`src/hw/rtl/pmfd_pkg.sv`:
```
// Shared constants and stage hand-over types of the peak meter.
// Used by every module of the block; depends on nothing.
`timescale 1ns / 1ps

package pmfd_pkg;

   // Log2 format: signed integer part above a 24-bit fraction.
   localparam int FRAC_BITS  = 24;
   localparam int UNITY_LOG2 = 20;
   localparam int IPART_W    = 6;
   localparam int LOG_W      = IPART_W + FRAC_BITS;
   localparam int M_W        = 32;

   // Decibel scaling: 20*log10(2) in Q.28. The Q8.8 LSB sits at bit 44,
   // so half of it, at bit 43, is added before truncation.
   localparam int DB_W   = 16;
   localparam int PROD_W = LOG_W + 32;
   localparam int DB_LSB = 44;
   localparam logic signed [31:0]       DB_K     = 32'sd1616142483;
   localparam logic signed [PROD_W-1:0] DB_ROUND = PROD_W'(1) << (DB_LSB - 1);
   localparam logic signed [DB_W-1:0]   DB_FLOOR = 16'sh8000;

   // Fall-off register.
   localparam int DECAY_W = 13;
   localparam logic [DECAY_W-1:0] DECAY_RESET = 13'd1336;

   // Deflection: curve value and division by 230 through a reciprocal of 115.
   localparam int DEF_W       = 17;
   localparam int DIV_X_W     = DEF_W + 6;
   localparam int RECIP_K_W   = 24;
   localparam int RECIP_W     = DIV_X_W + RECIP_K_W;
   localparam int RECIP_SHIFT = 30;
   localparam logic [RECIP_K_W-1:0] RECIP_115 = 24'd9336886;
   localparam logic [5:0]           HALF_DIV  = 6'd57;
   localparam int DEFL_W = 16;
   localparam logic [DEFL_W-1:0] DEFL_FULL = 16'hFFFF;

   // Result word of the log2 unit.
   typedef struct packed {
      logic                       zero;
      logic signed [IPART_W-1:0]  ipart;
      logic [FRAC_BITS-1:0]       frac;
   } pmfd_log_type;

   // Result word of the decibel scaler.
   typedef struct packed {
      logic                    zero;
      logic signed [DB_W-1:0]  db;
   } pmfd_db_type;

endpackage

```
`src/hw/rtl/pmfd_deflect.sv`:
```
// Maps the held level onto the eight-segment meter curve and scales it
// to a Q0.16 fraction; holds the output register. Depends on pmfd_pkg.
`timescale 1ns / 1ps

module pmfd_deflect (
   input  logic                            clock,
   input  logic                            reset,
   input  logic                            adv,
   input  logic                            in_valid,
   input  logic signed [pmfd_pkg::DB_W-1:0] in_held,
   output logic                            out_valid,
   output logic [pmfd_pkg::DEFL_W-1:0]     out_defl,
   output logic signed [pmfd_pkg::DB_W-1:0] out_held
);
   import pmfd_pkg::*;

   // Segment starts in Q8.8 dB.
   localparam logic signed [DB_W-1:0] SEG_M70 = -16'sd17920;
   localparam logic signed [DB_W-1:0] SEG_M60 = -16'sd15360;
   localparam logic signed [DB_W-1:0] SEG_M50 = -16'sd12800;
   localparam logic signed [DB_W-1:0] SEG_M40 = -16'sd10240;
   localparam logic signed [DB_W-1:0] SEG_M30 = -16'sd7680;
   localparam logic signed [DB_W-1:0] SEG_M20 = -16'sd5120;
   localparam logic signed [DB_W-1:0] SEG_P6  = 16'sd1536;

   logic [12:0]             r;
   logic [3:0]              k;
   logic [DEF_W-1:0]        base;
   logic                    full_in;
   logic [DEF_W-1:0]        def_in;
   logic [DEF_W-1:0]        def_ff;
   logic                    full_a_ff;
   logic signed [DB_W-1:0]  held_a_ff;
   logic                    vld_a_ff;
   logic [DIV_X_W-1:0]      x;
   logic [RECIP_W-1:0]      recip_in;
   logic [RECIP_W-1:0]      recip_ff;
   logic                    full_b_ff;
   logic signed [DB_W-1:0]  held_b_ff;
   logic                    vld_b_ff;
   logic [DEF_W-1:0]        q;
   logic [DEFL_W-1:0]       defl_in;
   logic [DEFL_W-1:0]       defl_ff;
   logic signed [DB_W-1:0]  held_o_ff;
   logic                    vld_o_ff;

   // Segment select: offset into the segment, slope and start value.
   always_comb begin
      r       = '0;
      k       = 4'd0;
      base    = '0;
      full_in = 1'b0;
      priority if (in_held < SEG_M70) begin
         k = 4'd0;
      end else if (in_held < SEG_M60) begin
         r = 13'(in_held - SEG_M70);
         k = 4'd1;
      end else if (in_held < SEG_M50) begin
         r    = 13'(in_held - SEG_M60);
         k    = 4'd2;
         base = 17'd2560;
      end else if (in_held < SEG_M40) begin
         r    = 13'(in_held - SEG_M50);
         k    = 4'd3;
         base = 17'd7680;
      end else if (in_held < SEG_M30) begin
         r    = 13'(in_held - SEG_M40);
         k    = 4'd6;
         base = 17'd15360;
      end else if (in_held < SEG_M20) begin
         r    = 13'(in_held - SEG_M30);
         k    = 4'd8;
         base = 17'd30720;
      end else if (in_held < SEG_P6) begin
         r    = 13'(in_held - SEG_M20);
         k    = 4'd10;
         base = 17'd51200;
      end else begin
         full_in = 1'b1;
      end
      def_in = DEF_W'(r) * DEF_W'(k) + base;
   end

   // Half of (def * 128 + 115), then division by 115 via reciprocal.
   assign x        = {def_ff, HALF_DIV};
   assign recip_in = RECIP_W'(x) * RECIP_W'(RECIP_115);

   // Quotient with saturation at full scale.
   always_comb begin
      q = recip_ff[RECIP_W-1:RECIP_SHIFT];
      if (full_b_ff || q[DEF_W-1]) begin
         defl_in = DEFL_FULL;
      end else begin
         defl_in = q[DEFL_W-1:0];
      end
   end

   always_ff @(posedge clock) begin
      if (adv) begin
         def_ff    <= def_in;
         full_a_ff <= full_in;
         held_a_ff <= in_held;
         recip_ff  <= recip_in;
         full_b_ff <= full_a_ff;
         held_b_ff <= held_a_ff;
         defl_ff   <= defl_in;
         held_o_ff <= held_b_ff;
      end
   end

   always_ff @(posedge clock) begin
      if (reset) begin
         vld_a_ff <= 1'b0;
         vld_b_ff <= 1'b0;
         vld_o_ff <= 1'b0;
      end else if (adv) begin
         vld_a_ff <= in_valid;
         vld_b_ff <= vld_a_ff;
         vld_o_ff <= vld_b_ff;
      end
   end

   assign out_valid = vld_o_ff;
   assign out_defl  = defl_ff;
   assign out_held  = held_o_ff;

endmodule

```
`config.mk`:
```
export PLATFORM = sky130hd
export DESIGN_NAME = pmfd_deflect
export DESIGN_NICKNAME = d
export VERILOG_FILES = /design/src/hw/rtl/pmfd_pkg.sv /design/src/hw/rtl/pmfd_deflect.sv
export SDC_FILE = /design/constraint.sdc
export NUM_CORES = 1
export LEC_CHECK = 0
export CAP_MARGIN = 20
export CORE_AREA = 2 2 149 151
export DETAILED_ROUTE_END_ITERATION = 7
export DIE_AREA = 0 0 151 153
export DONT_BUFFER_PORTS = 1
export PLACE_DENSITY_LB_ADDON = 0.2
export SLEW_MARGIN = 25
export SYNTH_ARGS = -nofsm -noshare
export SYNTH_HDL_FRONTEND = slang
export SYNTH_SLANG_ARGS = --single-unit
```
`constraint.sdc`:
```
create_clock -name clock -period 14.1 [get_ports clock]
set_clock_uncertainty 0.1 [all_clocks]
set_input_delay 1.41 -clock clock [delete_from_list [all_inputs] [get_ports clock]]
set_output_delay 1.41 -clock clock [all_outputs]
set_load 0.01 [all_outputs]
```
Yosys cells after proc, flatten, opt, wreduce, memory -nomap -nowiden. Cells that the tools add are included.

Output and inout bits: 33. Latch bits: 0. Bits in writable memories: 0. Bits in registers: 132. Memories kept: 0. ROM bits: 0.

Bitwise gates (word level): 0. $lt $le $gt $ge: 7. Muxes and demuxes: 22. Shifts and indexed selects: 0. Eq/ne operators: 0. Reduce and logical (&&, ||, !) cells: 2. Divide/modulo/power cells: 0. $mul: 2. Add/subtract/negate cells: 7.

Operator list (number): $mux 16 (7); $mux 13 (7); $lt 16x15->1 const B (3); $mul 23x23->46 const B (1); $sub 13x12->13 const B (3); $lt 16x14->1 const B (2); $mux 4 (7); $sub 13x13->13 const B (2); $add 17x17->17 (1); $mul 13x4->17 (1); $lt 16x12->1 const B (1); $lt 16x16->1 const B (1); $sub 13x11->13 const B (1); $reduce_or 6->1 (1); $logic_or 1x1->1 (1); $mux 1 (1).

Logic depth before layout (Yosys ltp).
Depth in word-level cells: 10. Gate-level depth with buffers: 24. Gate-level depth less buffers: 23.

Worst setup path after synthesis. Ideal clock, no wire load.

Kind: reg-to-reg. Start point: register def_ff[8]. End point: register recip_ff[46], data pin. Data required time: 13.741 ns. Cell stages (with the launch flop): 21. Arrival time: 6.384 ns. Setup slack: 7.357 ns. Clock period less this slack: 6.743 ns. Buffers on the path: 0. Cells stage by stage: edfxtp_1 > inv_1 > fa_1 > fa_1 > inv_1 > fa_1 > fa_1 > fa_1 > fa_1 > inv_1 > fa_1 > inv_1 > ha_1 > a21o_1 > a21oi_1 > nor2_1 > a2111o_1 > a22o_1 > a41o_1 > o21a_1 > a211o_1.

Word-level cells in the longest chain between the ends: 1.

Ends and longest elaborated chain: start, declared (RTL line pmfd_deflect.sv:31) `logic [DEF_W-1:0] def_ff;`; start signal, assigned (RTL line pmfd_deflect.sv:100) `def_ff <= def_in;`; $mul 23x23->46 (RTL line pmfd_deflect.sv:86) `assign recip_in = RECIP_W'(x) * RECIP_W'(RECIP_115);`; via recip_in[46] (RTL line pmfd_deflect.sv:36) `logic [RECIP_W-1:0] recip_in;`; end signal, assigned (RTL line pmfd_deflect.sv:103) `recip_ff <= recip_in;`; end, declared (RTL line pmfd_deflect.sv:37) `logic [RECIP_W-1:0] recip_ff;`.

The timed path passes the listed nets, and every way through them passes these cells. A chain may end at the register's enable or synchronous reset.

Worst setup path in the final report.
Start point: register def_ff[9]. End point: register recip_ff[45], data pin.

Same word-level chain as after synthesis.

==> reports/summary.txt <==
Status: finished clean
Pin count of the biggest net entering global routing: 104
Clock Path Buffers: 2
Initial Util: 0.5925
Worst skew pair latency: 0.36 ns
Initial DRC count: 394
Top cells by count, synth: inv_1, ha_1, fa_1
Via count of the first global-routing pass: 8421
CTS buffer count: 9
Tmin final: 7.213 ns
Clk pin slew, worst setup/hold paths: 0.08 ns
Max_slew headroom: 0.4191
GRT Overall Usage: 0.2358
Setup bufs post-CTS: 0
Root buf cell: clkbuf_16
Synth warnings: 0
Remaining DRCs: 0
Placer Congestion: 0.9058
R2R Setup Slk: 6.89 ns
CORE AREA: 0.02149 mm²
Via count: 8098
Worst setup EP type: register
Max-cap violations: 0
Synth top area share: 0.2736
Avg Inst Size Synth: 10.69 µm²
Ratio of final minimum period to clock period: 0.5115
Die area: 0.02310 mm²
TNS Setup: 0 ns
Worst Reg-to-Reg Cells: 21
Min-delay src: held_a_ff[9]
Drt first pass iters: 5
# port buffers: 0
Reg-to-reg endpoint: recip_ff[45]
CP Data Required Time: 14.11 ns
DP HPWL: 21240 µm
Mapped Cells: 1191
Post-route ant nets: 0
CP Class: reg -> reg
Class of the worst hold path: reg -> reg
TritonCTS clock tree: yes
Startpoint Class: register
Synth Net Count: 1592
Top-Level Pins: 53
Worst hold path endpoint: held_b_ff[9]
Unrepaired setup endpoints after global routing: no
Post-synth ARST share: 0
Max Freq: 138.6 MHz
Number of diodes: 0
Drt wl/cell: 17.11 µm
Die Y-Extent: 153 µm
First-pass GRT wire length: 42160 µm
DRT Wirelength: 25280 µm
Hold depth: 0
Total gr overflow: 0
Antenna violations before repair: 0
Vias per cell: 5.479
Area leader, netlist: fa_1
Htree depth: 3
Fill cells: 1783
Arrival @ worst endpoint: 7.22 ns
Share of cells above drive strength 1: 0.02170
Final hold violations: 0
Post-cts sizing count: 0
Seq cells post-synth: 103
Most frequent cell after synthesis: inv_1
Area growth, synth to finish: 4.580%
Critical R2R Launch: def_ff[9]
Nets: 1594
Die width: 151 µm
Num rows: 54
Cts hold-fix bufs: 0
Mapped Area: 0.01273 mm²
Synth area leaders: fa_1, edfxtp_1, ha_1
Seq/Total Area, Yosys: 0.2406
Clk sinks: 103
Most used DFF post-synth: edfxtp_1
Count of different cell masters after synthesis: 55
Max FO, Critical Path: 8
Final Setup Violations: 0
Post-synth EDFFs: 100
Max-slew violation count: 0
Least-Margin Pin Slew: 0.8494 ns
worst max-delay path by stage:
| stage | cells after the start | end | startpoint | slack, ns |
|---|---|---|---|---|
| 3_3_place_gp | 21 | recip_ff[45] | def_ff[9] | 7.05 |
| 4_1_cts | 21 | recip_ff[45] | def_ff[9] | 6.95 |
| 2_1_floorplan | 20 | recip_ff[46] | def_ff[8] | 7.36 |
| 3_5_place_dp | 21 | recip_ff[45] | def_ff[9] | 6.98 |
| 6_report | 21 | recip_ff[45] | def_ff[9] | 6.89 |
| 5_1_grt | 21 | recip_ff[45] | def_ff[9] | 6.48 |
area by class of cell:
cell class / count / area, µm² / share of cell area
clock buffers: 11 / 232.7 / 0.01748
inverters: 284 / 1066 / 0.08007
flip-flops and latches: 103 / 3063 / 0.2301
well taps: 280 / 350.3 / 0.02631
multi-input cells: 795 / 8558 / 0.6428
clock inverters: 5 / 43.79 / 0.003289
flip-flops by register name, summed over array words and instances, names as in the netlist:
signal and flops:
held_b_ff 16, full_b_ff 1, out_held 16, full_a_ff 1
recip_ff 17, held_a_ff 16, out_valid 1, def_ff 17
vld_a_ff 1, vld_b_ff 1, out_defl 16
cells by family (layout without fill, tap and decap cells):
kind of cell | Yosys count | in the layout | share of synthesized area
xor gates and xnor gates | 42 | 42 | 0.03017
DFF | 103 | 103 | 0.2406
adders and majority gates | 381 | 381 | 0.4771
muxes | 7 | 7 | 0.005798
AOI/OAI and AO/OA | 151 | 151 | 0.07410
buffers and inverters | 293 | 300 | 0.08757
and+or+nand+nor | 214 | 214 | 0.08472
placed cells by master, fill, tap and decap left out, types with 4 or more instances in the layout:
master / instances
inv_1: 283
ha_1: 207
fa_1: 174
edfxtp_1: 100
a21oi_1: 55
nand2_1: 49
nor2_1: 46
and2_1: 41
o21ai_0: 30
xnor2_1: 30
or3_1: 22
a21o_1: 18
nand3_1: 15
xor2_1: 11
nor3_1: 9
a31oi_1: 9
clkbuf_16: 9
nand4_1: 8
nor2b_1: 7
o21bai_1: 6
nand2b_1: 4
o221ai_1: 4
mux2i_1: 4
a211o_1: 4
routing by layer:
metal	global-route usage	vias up	share of wire
met1	0.3154	4008	0.43
met4	0.07299	0	0.026
met5	0	-	0
li1	-	3892	-
met3	0.03970	35	0.041
met2	0.3942	163	0.50
metrics by stage:
stage	setup WS, ns	hold WS, ns	cells	util	instance area, µm²
5_1_grt	6.477	0.3245	1478	0.6197	13310
4_1_cts	6.952	0.3147	1478	0.6194	13310
3_5_place_dp	6.976	0.3054	1462	0.6066	13030
3_3_place_gp	7.050	0.3015	1462	0.6066	13030
2_1_floorplan	7.357	0.3003	1191	-	12730
6_report	6.887	0.3161	1478	0.6197	13310
critical path, stage by stage (launching register included):
cell and delay (ns):
edfxtp_1 0.62, inv_1 0.21, fa_1 0.52, fa_1 0.53, inv_1 0.06, fa_1 0.50
inv_1 0.05, fa_1 0.47, inv_1 0.06, fa_1 0.50, fa_1 0.54, inv_1 0.05
fa_1 0.52, inv_1 0.04, ha_1 0.35, and3_1 0.21, nand3_1 0.10, a2111oi_0 0.75
or3_1 0.27, a31oi_1 0.15, o21ai_0 0.24, xor2_1 0.10
Power is left out: the tool's default activity adds up to more than one toggle a clock period on the data nets, which glitch-free logic cannot reach.
