[src/hw/rtl/pmfd_pkg.sv]
// Shared constants and stage hand-over types of the peak meter.
// Used by every module of the block; depends on nothing.
`timescale 1ns / 1ps

package pmfd_pkg;

   // Log2 format: signed integer part above a 24-bit fraction.
   localparam int FRAC_BITS  = 24;
   localparam int UNITY_LOG2 = 20;
   localparam int IPART_W    = 6;
   localparam int LOG_W      = IPART_W + FRAC_BITS;
   localparam int M_W        = 32;

   // Decibel scaling: 20*log10(2) in Q.28. The Q8.8 LSB sits at bit 44,
   // so half of it, at bit 43, is added before truncation.
   localparam int DB_W   = 16;
   localparam int PROD_W = LOG_W + 32;
   localparam int DB_LSB = 44;
   localparam logic signed [31:0]       DB_K     = 32'sd1616142483;
   localparam logic signed [PROD_W-1:0] DB_ROUND = PROD_W'(1) << (DB_LSB - 1);
   localparam logic signed [DB_W-1:0]   DB_FLOOR = 16'sh8000;

   // Fall-off register.
   localparam int DECAY_W = 13;
   localparam logic [DECAY_W-1:0] DECAY_RESET = 13'd1336;

   // Deflection: curve value and division by 230 through a reciprocal of 115.
   localparam int DEF_W       = 17;
   localparam int DIV_X_W     = DEF_W + 6;
   localparam int RECIP_K_W   = 24;
   localparam int RECIP_W     = DIV_X_W + RECIP_K_W;
   localparam int RECIP_SHIFT = 30;
   localparam logic [RECIP_K_W-1:0] RECIP_115 = 24'd9336886;
   localparam logic [5:0]           HALF_DIV  = 6'd57;
   localparam int DEFL_W = 16;
   localparam logic [DEFL_W-1:0] DEFL_FULL = 16'hFFFF;

   // Result word of the log2 unit.
   typedef struct packed {
      logic                       zero;
      logic signed [IPART_W-1:0]  ipart;
      logic [FRAC_BITS-1:0]       frac;
   } pmfd_log_type;

   // Result word of the decibel scaler.
   typedef struct packed {
      logic                    zero;
      logic signed [DB_W-1:0]  db;
   } pmfd_db_type;

endpackage

[src/hw/rtl/pmfd_to_db.sv]
// Scales the log2 value to decibels in Q8.8 with round-half-up.
// Depends on pmfd_pkg.
`timescale 1ns / 1ps

module pmfd_to_db (
   input  logic                   clock,
   input  logic                   reset,
   input  logic                   adv,
   input  logic                   in_valid,
   input  pmfd_pkg::pmfd_log_type in_log,
   output logic                   out_valid,
   output pmfd_pkg::pmfd_db_type  out_db
);
   import pmfd_pkg::*;

   logic signed [LOG_W-1:0]  lg;
   logic signed [PROD_W-1:0] prod_in;
   logic signed [PROD_W-1:0] prod_ff;
   logic signed [PROD_W-1:0] sum;
   logic                     zero_ff;
   logic                     vld_p_ff;
   logic                     vld_d_ff;
   pmfd_db_type              db_in;
   pmfd_db_type              db_ff;

   // Multiply by 20*log10(2).
   assign lg      = {in_log.ipart, in_log.frac};
   assign prod_in = lg * DB_K;

   // Round and take the Q8.8 bits.
   always_comb begin
      sum        = prod_ff + DB_ROUND;
      db_in.db   = sum[DB_LSB+DB_W-1:DB_LSB];
      db_in.zero = zero_ff;
   end

   always_ff @(posedge clock) begin
      if (adv) begin
         prod_ff <= prod_in;
         zero_ff <= in_log.zero;
         db_ff   <= db_in;
      end
   end

   always_ff @(posedge clock) begin
      if (reset) begin
         vld_p_ff <= 1'b0;
         vld_d_ff <= 1'b0;
      end else if (adv) begin
         vld_p_ff <= in_valid;
         vld_d_ff <= vld_p_ff;
      end
   end

   assign out_valid = vld_d_ff;
   assign out_db    = db_ff;

endmodule

[config.mk]
export PLATFORM = sky130hd
export DESIGN_NAME = pmfd_to_db
export DESIGN_NICKNAME = d
export VERILOG_FILES = /design/src/hw/rtl/pmfd_pkg.sv /design/src/hw/rtl/pmfd_to_db.sv
export SDC_FILE = /design/constraint.sdc
export NUM_CORES = 1
export LEC_CHECK = 0
export BUFFER_PORTS_ARGS = -buffer_cell sky130_fd_sc_hd__buf_2
export CORE_MARGIN = 3
export CORE_UTILIZATION = 64
export CTS_BUF_LIST = sky130_fd_sc_hd__clkbuf_8
export DETAILED_ROUTE_END_ITERATION = 6
export GPL_ROUTABILITY_DRIVEN = 0
export PLACE_DENSITY = 0.82
export SLEW_MARGIN = 20
export SYNTH_ARGS = -nofsm -noshare
export SYNTH_HDL_FRONTEND = slang
export SYNTH_SLANG_ARGS = --single-unit
[constraint.sdc]
create_clock -name clock -period 10.8 [get_ports clock]
set_input_delay 1.62 -clock clock [delete_from_list [all_inputs] [get_ports clock]]
set_output_delay 1.62 -clock clock [all_outputs]
set_load 0.05 [all_outputs]
# == Word level (Yosys, flattened, before mapping) ==
# Cells that the tools add are included.
# totals
inputBits,35
regBits,80
elab_cells,8
# classes
mul,1
n_addsub,1
# ops
operator,n
adder 60 x 45 -> 60 bit (second input constant),1
multiplier 30 x 32 -> 60 bit (second input constant),1

# == Longest topological paths before layout ==
# Gate-level depths: netlist of the first run.
# depth
depth_word,1
ltp_mapped,25
mapped_depth_nobuf,25

# == Worst setup path before layout of the first run ==
# No wires, ideal clock.
# synth_timing
path_type,input to register
start,input in_log[27] (netlist bit)
end,"register prod_ff[58], data pin"
arrival_ns,7.124
setup_time_ns,0.259
path_stages,19
required_time_ns,10.541
setup_slack_ns,3.417
n_path_buf,0
cell_sequence,fa_1 inv_1 fa_1 fa_1 fa_1 fa_1 fa_1 inv_1 fa_1 ha_1 ha_1 and3_4 and2_0 and4_1 and2_4 a32o_2 o41ai_4 nor3_1 a211o_1
# synth_between
elab_chain_cells,1
# synth_rtl
element,line_no,rtl
from (decl),pmfd_to_db.sv:10,"input pmfd_pkg::pmfd_log_type in_log,"
multiplier 30 x 32 -> 60 bit,pmfd_to_db.sv:28,assign prod_in = lg * DB_K;
named net prod_in[58],pmfd_to_db.sv:17,logic signed [PROD_W-1:0] prod_in;
to (signal assigned),pmfd_to_db.sv:39,prod_ff <= prod_in;
to (decl),pmfd_to_db.sv:18,logic signed [PROD_W-1:0] prod_ff;
# The timed path passes the listed nets, and every way through them passes these cells.
# A chain may end at the register's enable or synchronous reset.

# == Final worst setup path of the first run ==
# layout_timing
start,input in_log[19] (netlist bit)
end,"register prod_ff[58], data pin"
# The elaborated chain is that of the path after synthesis.

==> metrics, run 1 <==
Worst Path Required=roughly 11 ns; wire length on met2=15500 um; sequential fraction of the synthesis area=7.84%; core area=21200 um2; Arrival @ worst endpoint=7.76 ns; Routed Antenna Nets=0; clk buf depth=2; total routed wirelength=33100 um; Peak Freq=129 MHz; FILL cells=1522; Post-Syn Instances=roughly 1400; Distinct cells, synth=58; Setup Skew=between 0.001 and 0.0015 ns; Slew HR=49.3%; Cell Area, Synth=between 10000 and 15000 um2; wire per inst=19.3 um; clk sinks=37; Hold Crit Depth=0; TritonCTS clock tree=built; Layout area overhead=4.81%; post-CTS repair timing setup buffer count=0; syn nets=2025; Port-buffer cells=52; Tmin final=7.73 ns; Synth warnings=0; DR top layer=met4; Final nets=between 2000 and 2500; crit start category=input pin; Met3 Routed Length=about 3100 um; layout cells sized above 1=5.21%; DRT met1 WL=13100 um; Initial DRT Pass Iterations=5; largest net degree at the start of global routing=38; cts hold-fix bufs=0; post-place instance area=~15000 um2; RSZ-0062 raised after global routing=false; status=complete, no violations; WS Path Type=in -> reg; Worst-Margin Slew=0.761 ns; gr ovfl total=0; Via Count=9805; CTS H-tree lvls=2; Hold Path Class=reg -> reg; post-synth top area share=35.1%; first-pass GRT wire length=54000 um; vias per cell=between 5 and 6; Synth area leader=ha_1; Seq cells post-synth=37; Finish-stage setup viols=0; I/O pins=53; Fin. Hold Viols=0; full die area=about 24000 um2; Post-CTS Resized=0; Die Wd=153 um; reg2reg path depth=5; Finished Cell Area=14600 um2; cts bufs inserted=5; crit path max fanout=7; DRC=0; gr usage total=29.1%; max-slew violations=0; Final Cycle Share=71.6%; largest cells by area after synthesis=ha_1, fa_1, inv_1; initial antenna violation count=0; leading cell type by number of instances after synthesis=inv_1; Post-synth EDFFs=35; Clock Latency Late Sink=0.27 ns; max-cap violation count=0; Std-Cell Rows=53; Clock Pin Slew Worst Setup and Hold Paths=0.06 ns; Synth top cells by count=inv_1, ha_1, fa_1; final total negative setup slack=0 ns; Syn Area/Cell=10.1 um2; vias in the first global route=between 10000 and 15000; Initial Utilization=around 66%; detailed placement HPWL=roughly 30000 um; crit end category=register; top_reg_cell synth=edfxtp_1; root buffer cell=clkbuf_8; Post-synth ARST share=0%; Ant. Diodes=0; Die Ht=153 um; Starting DRT DRC Count=656
final cells by class:
class                   count  area, um2  share of cell area [%]
clock buffers               5       68.8                   0.472
clock inverters             3       11.3                  0.0772
inverters                 414       1550                    10.7
multi-input cells         928      11300                    77.2
flip-flops and latches     37       1090                    7.48
well taps                 275        344                    2.36
repair buffers             52        260                    1.78
layer usage:
layer  vias to the layer above  global-route usage (%)
li1                       4548                       -
met1                      4721                    38.5
met2                       426                    48.5
met3                       110                    5.07
met4                         0                    10.6
met5                         -                       0
worst max-delay path, stage by stage:
cell and delay [ns]:
buf_2 0.20, inv_1 0.12, ha_1 0.33, inv_1 0.08, fa_1 0.37, ha_1 0.23
fa_1 0.54, inv_1 0.05, fa_1 0.48, inv_1 0.06, fa_1 0.51, fa_1 0.57
fa_1 0.44, ha_1 0.37, a211oi_1 0.20, o21ai_0 0.15, nor2_1 0.17, o31ai_1 0.13
a32o_2 0.34, o41ai_4 0.41, nor3_1 0.10, a211o_1 0.28
cells in the final DEF (no fill, tap or decap), types with 5 or more instances in the layout:
| cell type | n |
|---|---|
| nor2_1 | 29 |
| nor2b_1 | 5 |
| nand4_1 | 7 |
| nand3_1 | 21 |
| a31oi_1 | 8 |
| xor2_1 | 9 |
| fa_1 | 219 |
| edfxtp_1 | 35 |
| buf_2 | 52 |
| a21o_1 | 12 |
| a21oi_1 | 41 |
| nand2_1 | 43 |
| clkbuf_8 | 5 |
| o21bai_1 | 5 |
| xnor2_1 | 23 |
| mux2i_1 | 5 |
| ha_1 | 390 |
| and3_1 | 8 |
| a211oi_1 | 7 |
| nor3_1 | 12 |
| inv_1 | 417 |
| o21ai_0 | 21 |
registers in the layout, indices dropped and copies added (netlist names):
register,cells
out_db,17
prod_ff,17
out_valid,1
vld_p_ff,1
zero_ff,1
final timing paths:
| path | slack (ns) | end | start |
|---|---|---|---|
| max | 3.07 | prod_ff[58]$_DFFE_PP_ | in_log[19] |
| min | 0.42 | out_db[16]$_DFFE_PP_ | zero_ff$_DFFE_PP_ |
| max reg2reg | 9.21 | out_db[15]$_DFFE_PP_ | prod_ff[43]$_DFFE_PP_ |
| min reg2reg | 0.42 | out_db[16]$_DFFE_PP_ | zero_ff$_DFFE_PP_ |
logic make-up (layout without fill, tap and decap cells):
logic type               count (synthesis)  after routing  synth area share, %
AND/OR/NAND/NOR                        153            153                 5.59
adder cells (fa/ha/maj)                609            609                 66.6
XOR/XNOR                                32             32                 2.01
buffers and inverters                  416            474                 11.3
flip-flops                              37             37                 7.84
AO/OA/AOI/OAI                          128            128                 6.24
multiplexers                             6              6                0.441
per-stage QoR:
stage	utilization, %	hold slack (ns)	setup slack [ns]	cells
after CTS	68.7	0.421	3.08	1714
after detailed placement	68.3	0.406	2.81	1706
final	68.7	0.418	3.07	1714
after floorplan	-	0.400	3.42	1381
after global routing	68.7	0.420	2.79	1714
after global placement	68.3	0.417	2.99	1706
Power of run 1 is not shown: default switching activity piles up to over one toggle a cycle in this logic, so the estimate is an artifact.
==> inputs of run 2 (changes only) <==
Settings changed: ABC_AREA from default to 1, CORE_UTILIZATION 64 to 60, PLACE_DENSITY 0.82 to 0.81.
Clock period 10.8 ns to 6.9 ns, I/O delays scaled along.
==> metrics, run 2 <==
TritonCTS clock tree=built; reg2reg path depth=7 (+2); Worst R2R End=out_db[15]$_DFFE_PP_; hold wc startpoint=zero_ff$_DFFE_PP_; first-pass GRT wire length=66800 um (+24%); leading cell type by number of instances after synthesis=inv_1; max-slew violations=0 (unchanged); Reg-to-Reg Start=prod_ff[43]$_DFFE_PP_; root buffer cell=clkbuf_8; sequential fraction of the synthesis area=6.97% (-0.87 points); Worst-Margin Slew=0.855 ns (+0.0937 ns); largest net degree at the start of global routing=39 (+2.6%); core area=25400 um2 (+20%); vias in the first global route=13505 (+27%); Distinct cells, synth=36 (-38%); Die Ht=168 um (+9.2%); DRC=0 (unchanged); wire per inst=17.8 um (-8.0%); max-cap violation count=0 (unchanged); largest cells by area after synthesis=ha_1, fa_1, inv_1; worst hold margin=0.429 ns (+0.0111 ns); full die area=28100 um2 (+19%); cts bufs inserted=5 (unchanged); worst hold path endpoint=out_db[16]$_DFFE_PP_; Peak Freq=155 MHz; Initial Utilization=61.6% (-3.9 points); Layout area overhead=5.74%; gr ovfl total=0 (unchanged); Syn Area/Cell=8.33 um2 (-17%); layout cells sized above 1=7.42% (+2.2 points); Fin. Hold Viols=0 (unchanged); total routed wirelength=40600 um (+23%); detailed placement HPWL=37400 um (+24%); Synth top cells by count=inv_1, ha_1, nand2_1; Std-Cell Rows=58 (+9.4%); top_reg_cell synth=edfxtp_1; crit end category=register; Seq cells post-synth=37 (unchanged); Port-buffer cells=52 (unchanged); crit start category=input pin; clk buf depth=2 (unchanged); Final nets=2597 (+25%); Post-synth EDFFs=35 (unchanged); vias per cell=5.36 (-6.4%); final total negative setup slack=0 ns (unchanged); clk sinks=37 (unchanged); cts hold-fix bufs=0 (unchanged); initial antenna violation count=0 (unchanged); I/O pins=53 (unchanged); Post-Syn Instances=1880 (+36%); status=complete, no violations; Synth area leader=ha_1; Initial DRT Pass Iterations=5 (unchanged); Post-CTS Resized=0 (unchanged); Clock Latency Late Sink=0.29 ns (+0.02 ns); Final Cycle Share=roughly 93%; Die Wd=168 um (+9.2%); crit path max fanout=7 (unchanged); commonest cells after routing, fill and taps aside=inv_1, ha_1, nand2_1; syn nets=2524 (+25%); Arrival @ worst endpoint=6.50 ns (-1.26 ns); RSZ-0062 raised after global routing=false; Cell Area, Synth=15700 um2 (+13%); WS Path Type=in -> reg; Finish-stage setup viols=0 (unchanged); Slew HR=43.0% (-6.2 points); Hold Crit Depth=0 (unchanged); Hold Path Class=reg -> reg; post-synth top area share=31.2% (-3.9 points); Clock Pin Slew Worst Setup and Hold Paths=0.08 ns (+0.02 ns); Setup Skew=0.00729 ns (+0.00604 ns); Starting DRT DRC Count=850 (+30%); post-CTS repair timing setup buffer count=0 (unchanged); Worst Path Required=6.95 ns (-3.88 ns); Synth warnings=0 (unchanged); flop2flop setup slack=5.24 ns (-3.97 ns); gr usage total=30.1% (+0.94 points); Routed Antenna Nets=0 (unchanged); Via Count=12235 (+25%); Tmin final=6.45 ns; Post-synth ARST share=0% (unchanged); most common cell after layout, fill and taps aside=inv_1; Ant. Diodes=0 (unchanged); CTS H-tree lvls=2 (unchanged)
[run 2: changes by cell type in the layout (fill, tap and decap cells not counted), sizes merged, moves of 14 or more]
cell / previous run / this run
nand3: 21 / 44
nand2: 43 / 362
xnor2: 23 / 9
inv: 417 / 572
a21oi: 43 / 61
nor2: 29 / 91
buf: 52 / 66
[run 2: layer usage]
metal / GRT usage [%] / vias to the layer above / wire, um
met4: 16.2 / 0 / 2880
met1: 36.6 / 5744 / 16200
met5: 0 / - / 0
li1: - / 5850 / -
met2: 52.3 / 476 / 19100
met3: 3.49 / 165 / 2400
[run 2: layout make-up]
| cell class | count | area [um2] |
|---|---|---|
| Multi-Input combinational cell | 1271 | 12400 |
| Fill cell | 2053 | 8850 |
| Inverter | 572 | 2150 |
| Sequential cell | 37 | 1090 |
| Tap cell | 330 | 413 |
| Timing Repair Buffer | 66 | 365 |
| Clock buffer | 6 | 82.6 |
| Clock inverter | 2 | 37.5 |
[run 2: worst max path at each step]
stage	startpoint	slack, ns	end
floorplan	in_log[28]	0.94	prod_ff[59]$_DFFE_PP_
global placement	in_log[27]	0.30	prod_ff[43]$_DFFE_PP_
detailed placement	in_log[27]	0.19	prod_ff[48]$_DFFE_PP_
CTS	in_log[27]	0.52	prod_ff[48]$_DFFE_PP_
global route	in_log[29]	0.20	prod_ff[59]$_DFFE_PP_
finish	in_log[27]	0.45	prod_ff[48]$_DFFE_PP_
[run 2: stage by stage]
stage / util, % / std cells / worst slack [ns] / instance area [um2]
after CTS: 65.2 / 2284 / 0.522 / 16500
after floorplan: - / 1880 / 0.938 / 15700
after global placement: 64.7 / 2276 / 0.297 / 16400
final: 65.2 / 2284 / 0.451 / 16500
after detailed placement: 64.7 / 2276 / 0.187 / 16400
after global routing: 65.2 / 2284 / 0.197 / 16500
[run 2: cell families (layout without fill, tap and decap cells)]
kind of cell               Yosys count  in the layout  synth area share (%)
AOI/OAI and AO/OA                  100            100                  3.45
adders and majority gates          609            609                  59.2
xor gates and xnor gates            20             20                  1.17
and+or+nand+nor                    542            542                  15.5
DFF                                 37             37                  6.97
buffers and inverters              572            646                  13.7
[run 2: critical path, cell delays in order]
cell,delay (ns)
buf_2,0.17
inv_1,0.06
ha_1,0.20
ha_1,0.17
or2_2,0.31
fa_1,0.51
inv_1,0.06
fa_1,0.50
inv_1,0.05
fa_1,0.49
fa_1,0.43
fa_1,0.52
fa_1,0.48
ha_1,0.37
nand2_1,0.11
inv_1,0.09
nand2_1,0.10
nor3_2,0.21
nand2_1,0.13
nor2_1,0.17
nand2_1,0.07
nand2_1,0.06
nor2_1,0.05
nand3_1,0.06
nand2_1,0.07
Power of run 2 is left out for the same reason.
==> inputs of run 3 (changes only) <==
Settings changed: CELL_PAD_IN_SITES_DETAIL_PLACEMENT from default to 1, CELL_PAD_IN_SITES_GLOBAL_PLACEMENT from default to 2, CORE_ASPECT_RATIO from default to 1.1, CORE_UTILIZATION 60 to 37, PLACE_DENSITY 0.81 to default, PLACE_DENSITY_LB_ADDON from default to 0.1.
==> metrics, run 3 (same netlist as run 2, synthesis figures left out) <==
status=complete, no violations; wire per inst=19.7 um (+11%); vias in the first global route=13310 (-1.4%); met1 track demand over resource=29.4% (-7.2 points); Port-buffer cells=52 (unchanged); CP most frequent cell=fa_1; met2 global-route usage=42.0% (-10 points); max-cap violation count=0 (unchanged); vias per cell=4.70 (-12%); clk sinks=37 (unchanged); gr ovfl total=0 (unchanged); FILL cells=5060 (+150%); Initial Utilization=37.7% (-24 points); Finish-stage setup viols=0 (unchanged); layout cells sized above 1=8.41% (+0.98 points); Fin. Hold Viols=0 (unchanged); reg2reg path depth=7 (unchanged); cts hold-fix bufs=0 (unchanged); most used routing layer=met2; DRC=0 (unchanged); slowest CP cell=fa_1; flop2flop setup slack=5.14 ns (-0.10 ns); clk buf depth=2 (unchanged); most common cell after layout, fill and taps aside=inv_1; CTS H-tree lvls=2 (unchanged); Layout area overhead=8.70%; post-place instance area=16900 um2 (+2.7%); post-place setup slack=-0.0164 ns (-0.204 ns); Worst-Margin Slew=0.904 ns (+0.0493 ns); Clock Pin Slew Worst Setup and Hold Paths=0.08 ns (about the same); Worst Path Required=6.94 ns (about the same); Via Count=11902 (-2.7%); RSZ-0062 raised after global routing=false; Std-Cell Rows=78 (+34%); root buffer cell=clkbuf_8; final total negative setup slack=0 ns (unchanged); met3 Use GR=0.749% (-2.7 points); max-slew violations=0 (unchanged); detailed placement HPWL=46500 um (+24%); CP startpoint=in_log[27]; Worst R2R End=out_db[15]$_DFFE_PP_; Die Ht=222 um (+32%); cts bufs inserted=5 (unchanged); Tmin final=6.60 ns (+0.152 ns); Routed Antenna Nets=0 (unchanged); full die area=44800 um2 (+60%); total routed wirelength=49900 um (+23%); Finished Cell Area=17000 um2 (+2.8%); WS Path Type=in -> reg; largest net degree at the start of global routing=39 (unchanged); Initial DRT Pass Iterations=4 (-1); core area=41500 um2 (+63%); Final nets=2618 (+0.81%); FF+latch area=1090 um2 (unchanged); post-CTS repair timing setup buffer count=0 (unchanged); Reg-to-Reg Start=prod_ff[44]$_DFFE_PP_; gr usage total=22.7% (-7.4 points); worst setup margin=0.298 ns (-0.152 ns); Setup Skew=0.0121 ns (+0.00483 ns); Ant. Diodes=0 (unchanged); critical path endpoint=prod_ff[43]$_DFFE_PP_; commonest cells after routing, fill and taps aside=inv_1, ha_1, nand2_1; Max stage delay on crit path=0.53 ns (about the same); Post-CTS Resized=0 (unchanged); Clock Latency Late Sink=0.30 ns (about the same); Final Cycle Share=95.7% (+2.2 points); Die Wd=202 um (+21%); Peak Freq=151 MHz (-2.3%); initial antenna violation count=0 (unchanged); Slew HR=39.7% (-3.3 points); I/O pins=53 (unchanged); crit path max fanout=4 (-3); Starting DRT DRC Count=336 (-60%); TritonCTS clock tree=built; crit end category=register; footprint of the multi-input gates=12400 um2 (unchanged); Hold Path Class=reg -> reg; first-pass GRT wire length=77600 um (+16%); crit-path cells=buf_2, inv_1, ha_1, ha_1, or2_2, fa_1, inv_1, fa_1, inv_1, fa_1, fa_1, fa_1, fa_1, ha_1, nand2_1, nor2_1, nand2_1, nor2_1, nand3_1, nand4_1, nand2_1; crit start category=input pin; Arrival @ worst endpoint=6.64 ns (+0.14 ns)
-- run 3: cell type report --
class	instances	area share [%]
multi-input combinational	1271	73.0
inverter	572	12.6
sequential	37	6.41
tap	560	4.12
timing repair buffer	87	3.07
clock buffer	5	0.405
clock inverter	3	0.405
-- run 3: layer usage --
layer / routed length [um] / part of all wire (%)
met1: 22600 / 45
met2: 25300 / 51
met3: 627 / 1.3
met4: 1380 / 2.8
met5: 0 / 0
-- run 3: worst min path at each step --
stage | startpoint | end | slack [ns] | cells past startpoint
6_report | zero_ff$_DFFE_PP_ | out_db[16]$_DFFE_PP_ | 0.43 | 0
5_1_grt | zero_ff$_DFFE_PP_ | out_db[16]$_DFFE_PP_ | 0.43 | 0
4_1_cts | zero_ff$_DFFE_PP_ | out_db[16]$_DFFE_PP_ | 0.43 | 0
3_5_place_dp | zero_ff$_DFFE_PP_ | out_db[16]$_DFFE_PP_ | 0.41 | 0
3_3_place_gp | zero_ff$_DFFE_PP_ | out_db[16]$_DFFE_PP_ | 0.40 | 0
2_1_floorplan | zero_ff$_DFFE_PP_ | out_db[16]$_DFFE_PP_ | 0.40 | 0
-- run 3: worst max-delay path, delay by kind of cell --
family | cells | cell delay, ns
simple gates | 8 | 1.63
fa+ha+maj | 9 | 3.67
buf+inv | 4 | 0.30
-- run 3: through the flow --
step	util [%]	hold WS, ns	cells
after floorplan	-	0.400	1880
after detailed placement	40.7	0.406	2527
after global routing	41.0	0.430	2535
after global placement	40.7	0.401	2527
final	41.0	0.428	2535
after CTS	41.0	0.427	2535
Power of run 3 is left out for the same reason.
